`src/rtl/arpc_pkg.sv`:
```
// Package for the ARP cache resolver: action, status and send codes,
// sequencer states and the slot record. No dependencies.
`default_nettype none

package arpc_pkg;

    typedef enum logic [1:0] {
        ACT_RESOLVE = 2'd0,
        ACT_RECEIVE = 2'd1,
        ACT_CLEAR   = 2'd2,
        ACT_NONE    = 2'd3
    } t_action;

    typedef enum logic [1:0] {
        ST_OK        = 2'd0,
        ST_MISS      = 2'd1,
        ST_TOO_SHORT = 2'd2,
        ST_BAD_TYPE  = 2'd3
    } t_status;

    localparam logic [1:0] KIND_NONE  = 2'd0;
    localparam logic [1:0] KIND_BCAST = 2'd1;
    localparam logic [1:0] KIND_REPLY = 2'd2;

    localparam logic [1:0] CFG_OWN_MAC = 2'd0;
    localparam logic [1:0] CFG_OWN_IP  = 2'd1;
    localparam logic [1:0] CFG_TTL_MS  = 2'd2;

    localparam logic [15:0] MIN_FRAME_LEN = 16'd42;
    localparam logic [15:0] HW_ETHERNET   = 16'h0001;
    localparam logic [15:0] PROTO_IPV4    = 16'h0800;
    localparam logic [15:0] OP_REQUEST    = 16'h0001;
    localparam logic [31:0] TTL_RESET     = 32'd300000;
    localparam logic [47:0] MAC_BCAST     = 48'hFFFF_FFFF_FFFF;

    typedef enum logic [2:0] {
        S_IDLE,
        S_RD,
        S_CHK,
        S_WR,
        S_DONE
    } t_state;

    typedef struct packed {
        logic [31:0] ip;
        logic [47:0] mac;
        logic [31:0] stamp;
    } t_slot;

endpackage

`default_nettype wire

```
`src/rtl/arpc_slot_ram.sv`:
```
// Slot store of the ARP cache: one write port, one registered read port.
// Depends on arpc_pkg (t_slot).
`default_nettype none

module arpc_slot_ram #(
    parameter int ENTRIES = 16,
    parameter int IW      = 4
) (
    input  wire                 i_clk,
    input  wire                 i_we,
    input  wire [IW-1:0]        i_waddr,
    input  arpc_pkg::t_slot     i_wdata,
    input  wire [IW-1:0]        i_raddr,
    output arpc_pkg::t_slot     o_rdata
);

    arpc_pkg::t_slot r_mem [ENTRIES];
    arpc_pkg::t_slot r_rdata;

    always_ff @(posedge i_clk) begin
        if (i_we) begin
            r_mem[i_waddr] <= i_wdata;
        end
        r_rdata <= r_mem[i_raddr];
    end

    assign o_rdata = r_rdata;

endmodule

`default_nettype wire

```
`src/rtl/arp_cache_resolver.sv`:
```
// ARP cache resolver top level: sequencer, valid bits, result register.
// Depends on arpc_pkg and arpc_slot_ram.
`default_nettype none
//
// Usage
//   Input channel (i_in_valid / o_in_stall) carries one action per transfer:
//   resolve, receive a parsed ARP header, or clear. Output channel
//   (o_out_valid / i_out_stall) returns exactly one result per action.
//   Config port (i_cfg_we, i_cfg_index, i_cfg_data) writes own_mac, own_ip,
//   ttl_ms; write only while the block is idle. own_mac is accepted but not
//   stored since no result depends on it.
// Sequencing
//   The slot store has a registered read, so each slot visit passes through
//   a read state and a check state (S_RD, S_CHK). Resolve visits slots up
//   to the hit, at most ENTRIES. Receive with insert visits slots up to the
//   match, at most ENTRIES, then passes through the write state (S_WR).
//   Clear, bad frames and the unused action go straight to the final state.
//   One action is in flight at a time; a new one is taken while the last
//   result still waits in the output register.
// Reset
//   Synchronous active low. Valid bits clear at once so every slot reads
//   empty; no clearing pass. Clear likewise drops all valid bits at once.
// Stall
//   A stalled result holds in the output register; the sequencer waits in
//   its final state until the register frees up.
//
module arp_cache_resolver #(
    parameter int ENTRIES = 16
) (
    input  wire         i_clk,
    input  wire         i_rst_n,
    input  wire         i_cfg_we,
    input  wire [1:0]   i_cfg_index,
    input  wire [47:0]  i_cfg_data,
    input  wire         i_in_valid,
    output logic        o_in_stall,
    input  wire [1:0]   i_action,
    input  wire [31:0]  i_now_ms,
    input  wire [31:0]  i_target_ip,
    input  wire [31:0]  i_sender_ip,
    input  wire [47:0]  i_sender_mac,
    input  wire [15:0]  i_hw_type,
    input  wire [15:0]  i_proto_type,
    input  wire [15:0]  i_opcode,
    input  wire [15:0]  i_frame_len,
    output logic        o_out_valid,
    input  wire         i_out_stall,
    output logic [1:0]  o_status,
    output logic [47:0] o_found_mac,
    output logic [1:0]  o_send_kind,
    output logic [47:0] o_send_dest_mac,
    output logic [31:0] o_send_target_ip
);

    localparam int IW = (ENTRIES > 1) ? $clog2(ENTRIES) : 1;
    localparam logic [IW-1:0] LAST = IW'(ENTRIES - 1);

    arpc_pkg::t_state r_state, n_state;

    logic [31:0] r_own_ip, r_ttl_ms;

    // latched item
    logic        r_resolve;
    logic [31:0] r_now, r_target, r_sip;
    logic [47:0] r_smac;
    logic        r_reply;

    logic [ENTRIES-1:0] r_valid;
    logic [IW-1:0]      r_idx;
    logic [IW-1:0]      r_widx;
    logic               r_free_found;
    logic [IW-1:0]      r_free_idx;

    // pending result
    logic [1:0]  r_res_status, r_res_kind;
    logic [47:0] r_res_found, r_res_dest;
    logic [31:0] r_res_tip;

    arpc_pkg::t_slot rd_slot, wr_slot;
    logic            mem_we;

    logic        accept, out_free, last;
    logic        slot_v, expired, ip_hit, ins_match;
    logic [31:0] age, stamp_in;

    assign accept   = i_in_valid && !o_in_stall;
    assign out_free = !o_out_valid || !i_out_stall;
    assign last     = (r_idx == LAST);

    assign slot_v    = r_valid[r_idx];
    assign age       = r_now - rd_slot.stamp;
    assign expired   = slot_v && (age > r_ttl_ms);
    assign ip_hit    = slot_v && !expired && (rd_slot.ip == r_target);
    assign ins_match = slot_v && (rd_slot.ip == r_sip);
    assign stamp_in  = (r_now == 32'd0) ? 32'd1 : r_now;

    assign wr_slot.ip    = r_sip;
    assign wr_slot.mac   = r_smac;
    assign wr_slot.stamp = stamp_in;

    arpc_slot_ram #(.ENTRIES(ENTRIES), .IW(IW)) u_ram (
        .i_clk   (i_clk),
        .i_we    (mem_we),
        .i_waddr (r_widx),
        .i_wdata (wr_slot),
        .i_raddr (r_idx),
        .o_rdata (rd_slot)
    );

    // next state
    always_comb begin
        n_state = r_state;
        unique case (r_state)
            arpc_pkg::S_IDLE: begin
                if (i_in_valid) begin
                    if (i_action == arpc_pkg::ACT_RESOLVE) begin
                        n_state = arpc_pkg::S_RD;
                    end else if (i_action == arpc_pkg::ACT_RECEIVE
                                 && i_frame_len >= arpc_pkg::MIN_FRAME_LEN
                                 && i_hw_type == arpc_pkg::HW_ETHERNET
                                 && i_proto_type == arpc_pkg::PROTO_IPV4) begin
                        n_state = arpc_pkg::S_RD;
                    end else begin
                        n_state = arpc_pkg::S_DONE;
                    end
                end
            end
            arpc_pkg::S_RD: n_state = arpc_pkg::S_CHK;
            arpc_pkg::S_CHK: begin
                if (r_resolve) begin
                    n_state = (ip_hit || last) ? arpc_pkg::S_DONE : arpc_pkg::S_RD;
                end else begin
                    n_state = (ins_match || last) ? arpc_pkg::S_WR : arpc_pkg::S_RD;
                end
            end
            arpc_pkg::S_WR: n_state = arpc_pkg::S_DONE;
            arpc_pkg::S_DONE: begin
                if (out_free) begin
                    n_state = arpc_pkg::S_IDLE;
                end
            end
            default: n_state = arpc_pkg::S_IDLE;
        endcase
    end

    // outputs of the sequencer
    always_comb begin
        o_in_stall = (r_state != arpc_pkg::S_IDLE);
        mem_we     = (r_state == arpc_pkg::S_WR);
    end

    always_ff @(posedge i_clk) begin
        if (!i_rst_n) begin
            r_state     <= arpc_pkg::S_IDLE;
            r_own_ip    <= '0;
            r_ttl_ms    <= arpc_pkg::TTL_RESET;
            r_valid     <= '0;
            o_out_valid <= 1'b0;
        end else begin
            r_state <= n_state;

            if (i_cfg_we) begin
                if (i_cfg_index == arpc_pkg::CFG_OWN_IP) begin
                    r_own_ip <= i_cfg_data[31:0];
                end else if (i_cfg_index == arpc_pkg::CFG_TTL_MS) begin
                    r_ttl_ms <= i_cfg_data[31:0];
                end
            end

            if (accept && i_action == arpc_pkg::ACT_CLEAR) begin
                r_valid <= '0;
            end else if (r_state == arpc_pkg::S_CHK && r_resolve && expired) begin
                r_valid[r_idx] <= 1'b0;
            end else if (mem_we) begin
                r_valid[r_widx] <= 1'b1;
            end

            // load a new result, else drop the one just taken
            if (r_state == arpc_pkg::S_DONE && out_free) begin
                o_out_valid <= 1'b1;
            end else if (o_out_valid && !i_out_stall) begin
                o_out_valid <= 1'b0;
            end
        end
    end

    // datapath
    always_ff @(posedge i_clk) begin
        if (accept) begin
            r_resolve    <= (i_action == arpc_pkg::ACT_RESOLVE);
            r_now        <= i_now_ms;
            r_target     <= i_target_ip;
            r_sip        <= i_sender_ip;
            r_smac       <= i_sender_mac;
            r_idx        <= '0;
            r_free_found <= 1'b0;
            r_free_idx   <= '0;
            r_reply      <= (i_opcode == arpc_pkg::OP_REQUEST) && (i_target_ip == r_own_ip);
            r_res_found  <= '0;
            r_res_kind   <= arpc_pkg::KIND_NONE;
            r_res_dest   <= '0;
            r_res_tip    <= '0;
            if (i_action == arpc_pkg::ACT_RECEIVE
                && i_frame_len < arpc_pkg::MIN_FRAME_LEN) begin
                r_res_status <= arpc_pkg::ST_TOO_SHORT;
            end else if (i_action == arpc_pkg::ACT_RECEIVE
                         && (i_hw_type != arpc_pkg::HW_ETHERNET
                             || i_proto_type != arpc_pkg::PROTO_IPV4)) begin
                r_res_status <= arpc_pkg::ST_BAD_TYPE;
            end else begin
                r_res_status <= arpc_pkg::ST_OK;
            end
        end else if (r_state == arpc_pkg::S_CHK) begin
            r_idx <= r_idx + 1'b1;
            if (r_resolve) begin
                if (ip_hit) begin
                    r_res_found <= rd_slot.mac;
                end else if (last) begin
                    r_res_status <= arpc_pkg::ST_MISS;
                    r_res_kind   <= arpc_pkg::KIND_BCAST;
                    r_res_dest   <= arpc_pkg::MAC_BCAST;
                    r_res_tip    <= r_target;
                end
            end else begin
                // track first empty slot on the way
                if (!slot_v && !r_free_found) begin
                    r_free_found <= 1'b1;
                    r_free_idx   <= r_idx;
                end
                if (ins_match) begin
                    r_widx <= r_idx;
                end else if (!slot_v && !r_free_found) begin
                    r_widx <= r_idx;
                end else begin
                    r_widx <= r_free_found ? r_free_idx : '0;
                end
                if (r_reply) begin
                    r_res_kind <= arpc_pkg::KIND_REPLY;
                    r_res_dest <= r_smac;
                    r_res_tip  <= r_sip;
                end
            end
        end

        if (r_state == arpc_pkg::S_DONE && out_free) begin
            o_status         <= r_res_status;
            o_found_mac      <= r_res_found;
            o_send_kind      <= r_res_kind;
            o_send_dest_mac  <= r_res_dest;
            o_send_target_ip <= r_res_tip;
        end
    end

endmodule

`default_nettype wire

```
`config.mk`:
```
export PLATFORM = sky130hd
export DESIGN_NAME = arp_cache_resolver
export DESIGN_NICKNAME = d
export VERILOG_FILES = /design/src/rtl/arpc_pkg.sv /design/src/rtl/arpc_slot_ram.sv /design/src/rtl/arp_cache_resolver.sv
export SDC_FILE = /design/constraint.sdc
export NUM_CORES = 2
export LEC_CHECK = 0
export BUFFER_PORTS_ARGS = -buffer_cell sky130_fd_sc_hd__buf_2
export CAP_MARGIN = 20
export CORE_MARGIN = 2
export CORE_UTILIZATION = 35
export CTS_BUF_LIST = sky130_fd_sc_hd__clkbuf_8 sky130_fd_sc_hd__clkbuf_16
export DETAILED_ROUTE_END_ITERATION = 6
export SYNTH_ARGS = -nofsm -noshare
export SYNTH_HDL_FRONTEND = slang
export SYNTH_SLANG_ARGS = --single-unit
```
`constraint.sdc`:
```
create_clock -name i_clk -period 10.85 [get_ports i_clk]
set_input_delay 2.17 -clock i_clk [delete_from_list [all_inputs] [get_ports i_clk]]
set_output_delay 2.17 -clock i_clk [all_outputs]
set_load 0.01 [all_outputs]
```
### After elaboration in Yosys (flattened, before gate mapping)

Memories as Yosys holds them, arrays and structs flattened. A register that Yosys moved wholly into a read port is not among the register bits.
Index checks and enable logic that the tools add are counted.

* bits in registers: 507
* memory bits (writable): 1792
* input port bits: 265
* output and inout bits: 134
* word-level logic and storage cells: 153
* memories kept: 1

* add/sub/neg operators: 2
* order comparisons: 7
* eq/ne operators: 22
* multiplexer cells: 41
* bitwise logic cells: 7
* reduce and logical (&&, ||, !) cells: 48

Memories
* u_ram.r_mem: depth 16, bits a word 112, read ports 1, clocked after Yosys merged registers in 1, wr ports 1, RTL line arpc_slot_ram.sv:17 `arpc_pkg::t_slot r_mem [ENTRIES];`

Operators by type and width (count)
* $mux 48: 4
* $mux 32: 5
* $eq 32x32->1: 3
* $eq 16x1->1 const B: 2
* $gt 32x32->1: 1
* $logic_not 32->1: 1
* $mux 16: 2
* $sub 32x32->32: 1
* $mux 2: 10
* $logic_and 1x1->1: 19
* $mux 3: 6
* $and 16x16->16: 1
* $eq 16x12->1 const B: 1
* $ge 16x6->1 const B: 1
* $lt 16x6->1 const B: 1
* $ne 16x1->1 const B: 1
* $ne 16x12->1 const B: 1
* $not 16->16: 1
* $or 16x16->16: 1
* $pmux 3 s5: 1
* $mux 4: 3
* $reduce_and 3->1: 4
* $reduce_bool 2->1: 6
* $lt 4x5->1 const B: 2
* 22 further kinds: 49

### Longest topological paths before layout

* word-level depth: 10
* depth in mapped cells: 23

### Cells and area by module

A second synthesis with hierarchy kept.

* cell total of the unflattened synthesis: 4631
* area total of the unflattened synthesis: 90543.1 sq um

Modules (own cells, without submodules)
* arpc_slot_ram: instances 1, cells an instance 2864, area an instance 69168.8 sq um, seq. area each 56053.8 sq um
* arp_cache_resolver: instances 1, cells an instance 1767, area an instance 21374.2 sq um, seq. area each 12992.5 sq um

### Worst setup path after synthesis

Ideal clock, no wire load.

* path kind: reg-to-reg
* start point: register r_state[2]
* end point: register r_valid[0]
* setup time: 98 ps
* data arrival time: 9412 ps
* setup slack: 1339 ps
* cell stages (with the launch flop): 7
* path through: dfxtp_1 > clkbuf_1 > or2_2 > or3_1 > nor3_1 > o21ai_0 > a21oi_1

* word-level cells in the longest chain between the ends: 5
* elaborated cells between the ends (all ways): 11

Ends and longest elaborated chain
* from (decl): RTL line arp_cache_resolver.sv:58 `arpc_pkg::t_state r_state, n_state;`
* from (signal assigned): RTL line arp_cache_resolver.sv:154 `r_state <= arpc_pkg::S_IDLE;`
* from (signal assigned): RTL line arp_cache_resolver.sv:160 `r_state <= n_state;`
* $reduce_bool 3->1: RTL line arp_cache_resolver.sv:148 `o_in_stall = (r_state != arpc_pkg::S_IDLE);`
* $logic_not 1->1: RTL line arp_cache_resolver.sv:86 `assign accept = i_in_valid && !o_in_stall;`
* $logic_and 1x1->1: RTL line arp_cache_resolver.sv:86
* $logic_and 1x1->1: RTL line arp_cache_resolver.sv:170 `if (accept && i_action == arpc_pkg::ACT_CLEAR) begin`
* $reduce_or 2->1 (no source line)
* to (signal assigned): RTL line arp_cache_resolver.sv:171 `r_valid <= '0;`
* to (signal, indexed assignment): RTL line arp_cache_resolver.sv:173 `r_valid[r_idx] <= 1'b0;`
* to (signal, indexed assignment): RTL line arp_cache_resolver.sv:175 `r_valid[r_widx] <= 1'b1;`
* to (decl): RTL line arp_cache_resolver.sv:68 `logic [ENTRIES-1:0] r_valid;`

Several ways; a longest one is shown, not always the timed one.
A chain may end at the register's enable or synchronous reset.

### Worst setup path in the final report

* start point: register r_now[5]
* end point: register r_res_dest[3]

* word-level cells in the longest chain between the ends: 8

Ends and longest elaborated chain
* from (decl): RTL line arp_cache_resolver.sv:64 `logic [31:0] r_now, r_target, r_sip;`
* from (signal assigned): RTL line arp_cache_resolver.sv:191 `r_now <= i_now_ms;`
* $sub 32x32->32: RTL line arp_cache_resolver.sv:91 `assign age = r_now - rd_slot.stamp;`
* $gt 32x32->1: RTL line arp_cache_resolver.sv:92 `assign expired = slot_v && (age > r_ttl_ms);`
* $logic_and 1x1->1: RTL line arp_cache_resolver.sv:92
* $logic_not 1->1: RTL line arp_cache_resolver.sv:93 `assign ip_hit = slot_v && !expired && (rd_slot.ip == r_target);`
* $logic_and 1x1->1 (2 in a row): RTL line arp_cache_resolver.sv:93
* $ne 2x2->1 (no source line)
* $reduce_and 4->1 (no source line)
* to (signal assigned): RTL line arp_cache_resolver.sv:221 `r_res_dest <= arpc_pkg::MAC_BCAST;`
* to (signal assigned): RTL line arp_cache_resolver.sv:239 `r_res_dest <= r_smac;`
* to (decl): RTL line arp_cache_resolver.sv:76 `logic [47:0] r_res_found, r_res_dest;`

No other way between the ends.

==> impl_metrics.ini <==
[outcome]
outcome = finished clean

[critical_path]
slowest_stage = a311oi_2
path_cells = ha_1 -> a211o_1 -> o211ai_1 -> a211oi_1 -> or3b_1 -> a41oi_1 -> nor2b_1 -> o21a_1 -> nor2_1 -> ha_1 -> nand4_1 -> nor4_1 -> o21ai_0 -> a311oi_2 -> nor3_2 -> a21boi_4 -> buf_4 -> o221a_1
cp-start-kind = flip-flop
path_class = reg -> reg
cpMostUsedCell = ha_1
worst_r2r_startpoint = r_now[5]$_DFFE_PP_
critPathBufInv = 1
endpoint_kind = flip-flop
critPathMaxStageDelay_ps = 900
arrival_ps = 7320
cp.required_ps = 11580
critical-path-top-delay-family = compound AO/OA/AOI/OAI gates
worstPathMaxFanout = 44
worstSetupStartpoint = r_now[5]$_DFFE_PP_

[grt]
overflow = 0
grt_max_degree = 138
first_global_vias = 45231
antenna_found_initial = 24
grt_util_all_layers_pct = 17.2
grt_pass1_wl_um = 326000

[timing]
setup_tns_ps = 0
slew_headroom_pct = 25.5
setup_violations = 0
worstMarginPinSlew_ps = 1120
hold_viol = 0
rsz0062_at_grt = false
fmax_mhz = 152
min_period_over_period_pct = 60.7
slew_viol_final = 0
clock_skew_ps = 64.2
fin_crit_ps = 6590
whs_ps = 408

[clock_tree]
cts_tree = yes
clk_latency_ps = 850
cts_setup_buffers = 0
cts_root_buffer = clkbuf_16
hold_buffers = 0
htreeDepth = 5
ctsResizeCount = 0
clock-sinks = 2411
numCtsBuffers = 268
clk_pin_slew_ps = 60
cts_buffer_depth = 4

[route]
drt_pass1_iterations = 5
num_vias = 44349
routedWlPerCell_um = 27.0
drtIter0Drc = 4540
drt-total-wl_um = 229000
remaining_drc_errors = 0
viasPerCell = 5.23
antenna_left = 0

[place]
gp_congestion = 0.826
portBuffers = 381
dp_hpwl_um = 125000

[power]
power.leakage_nw = 33.6
powerDensity_nw_per_um2 = 186
power.total_w = 0.0195
ir_worst_vdd_v = 0.000110

[logic_synthesis]
ys.warnings.count = 0
synth.distinct_cells = 63
ys_seq_area_share_pct = 76.5
syn_avg_cell_area_um2 = 20.6
syn_inst = 4382
synth-seq-cells = 2411
netlist_area_um2 = 90200
synth_fp_nets = 4715
synth_edf_count = 2076
async_flop_share_pct = 0
synth_ff_type = edfxtp_1

[layout]
final_util_pct = 40.9
drive_gt1_share_pct = 28.7
fill_cells = 22629
fin_nets = 5213
area_growth_pct = 16.2

[floorplan]
ioPinCount = 399
dieArea_um2 = 262000
fp-row-count = 186
core_um2 = 256000
start_util_pct = 35.2
dieWidth_um = 512
fp.dieH_um = 512

[min_path]
min_from = r_res_dest[37]$_SDFFE_PP0P_
hold_path.class = reg -> reg

[run]
drv_cap = 0
## layer usage
layer	vias up	GRT usage (%)	wire length (µm)
li1	18882	-	-
met1	23545	24.1	99100
met2	1543	27.0	108000
met3	369	3.01	14800
met4	10	5.79	7360
met5	-	0	57
## path summary, 6_finish.rpt
check	depth (start not counted)	slack, ps	endpoint
max	18	4260	r_res_dest[3]$_SDFFE_PP0P_
min	0	410	o_send_dest_mac[37]$_DFFE_PP_
max reg2reg	18	4260	r_res_dest[3]$_SDFFE_PP0P_
min reg2reg	0	410	o_send_dest_mac[37]$_DFFE_PP_
## final cells by class
| cell class | instances | area [µm²] | share of cell area [%] |
|---|---|---|---|
| inverter | 81 | 312 | 0.297 |
| tap | 3384 | 4230 | 4.04 |
| multi-input combinational | 1646 | 20000 | 19.1 |
| antenna | 11 | 27.5 | 0.0263 |
| clock inverter | 189 | 1320 | 1.26 |
| timing repair buffer | 472 | 2710 | 2.59 |
| sequential | 2411 | 69100 | 65.9 |
| clock buffer | 292 | 7090 | 6.77 |
## layout by cell type (no fill, tap or decap), types with 67 or more instances in the layout
cell type | netlist | routed
edfxtp_1 | 2076 | 2076
mux4_2 | 565 | 565
buf_2 | 26 | 381
dfxtp_1 | 335 | 331
clkbuf_16 | 0 | 273
nand2_1 | 204 | 202
inv_1 | 81 | 146
nand3_1 | 97 | 97
xnor2_1 | 87 | 87
buf_4 | 0 | 81
o21ai_1 | 66 | 67
ha_1 | 67 | 67
## through the flow
stage | setup WS, ps | std cells | instance area, µm²
after floorplan | 1340 | 4382 | 90200
after global placement | 4250 | 7993 | 96300
after detailed placement | 4160 | 7993 | 96300
after CTS | 4100 | 8474 | 105000
after global routing | 3800 | 8476 | 105000
final | 4260 | 8486 | 105000
## Yosys cell counts (all sizes together) (4+ instances only)
cell type  number  area share (%)
a211oi         13            0.11
a21boi         58            0.49
a21o           24            0.20
a21oi          51            0.28
a22o            4           0.039
a31oi           4           0.028
and3            4           0.028
buf            54            0.28
clkbuf        190            0.79
dfxtp         335             7.4
edfxtp       2076              69
ha             67            0.93
inv            81            0.34
mux2i          36            0.40
mux4          565              14
nand2         204            0.85
nand2b          6           0.042
nand3          98            0.55
nand4          33            0.23
nor2           53            0.22
nor2b           9           0.062
nor3           17            0.10
nor3b           4           0.039
nor4           34            0.25
o211ai         15            0.12
o21a            9           0.075
o21ai         117            0.65
o221a          48            0.60
o22ai           5           0.035
or2             4           0.028
or3             4           0.028
xnor2          87            0.84
xor2           38            0.37
## logic make-up after synthesis
| kind of cell | share of synthesized area, % |
|---|---|
| AOI/OAI and AO/OA | 2.85 |
| xor gates and xnor gates | 1.21 |
| adders and majority gates | 0.952 |
| buffers and inverters | 1.41 |
| DFF | 76.5 |
| muxes | 14.5 |
| and+or+nand+nor | 2.53 |
## state kept, by name, indices dropped and copies added (netlist names), 16 cells and up
name              flops
o_found_mac          48
o_send_dest_mac      48
o_send_target_ip     32
r_now                32
r_own_ip             32
r_res_dest           48
r_res_found          48
r_res_tip            32
r_sip                32
r_smac               48
r_target             32
r_ttl_ms             32
r_valid              16
u_ram.o_rdata       112
u_ram.r_mem        1792
## worst register-to-register path, cell delays in order, from the launching register on
cell and delay, ps:
edfxtp_1 810, ha_1 420, a211o_1 320, o211ai_1 120, a211oi_1 130, or3b_1 430, a41oi_1 260, nor2b_1 100
o21a_1 190, nor2_1 190, ha_1 170, nand4_1 150, nor4_1 460, o21ai_0 210, a311oi_2 900, nor3_2 210
a21boi_4 380, buf_4 680, o221a_1 380
## where the power goes
group | internal [W] | switching, W
logic | 0.000194 | 0.000317
clock network | 0.00499 | 0.00367
registers | 0.0102 | 0.000172
Note: power is estimated with default switching activity, not from simulation.
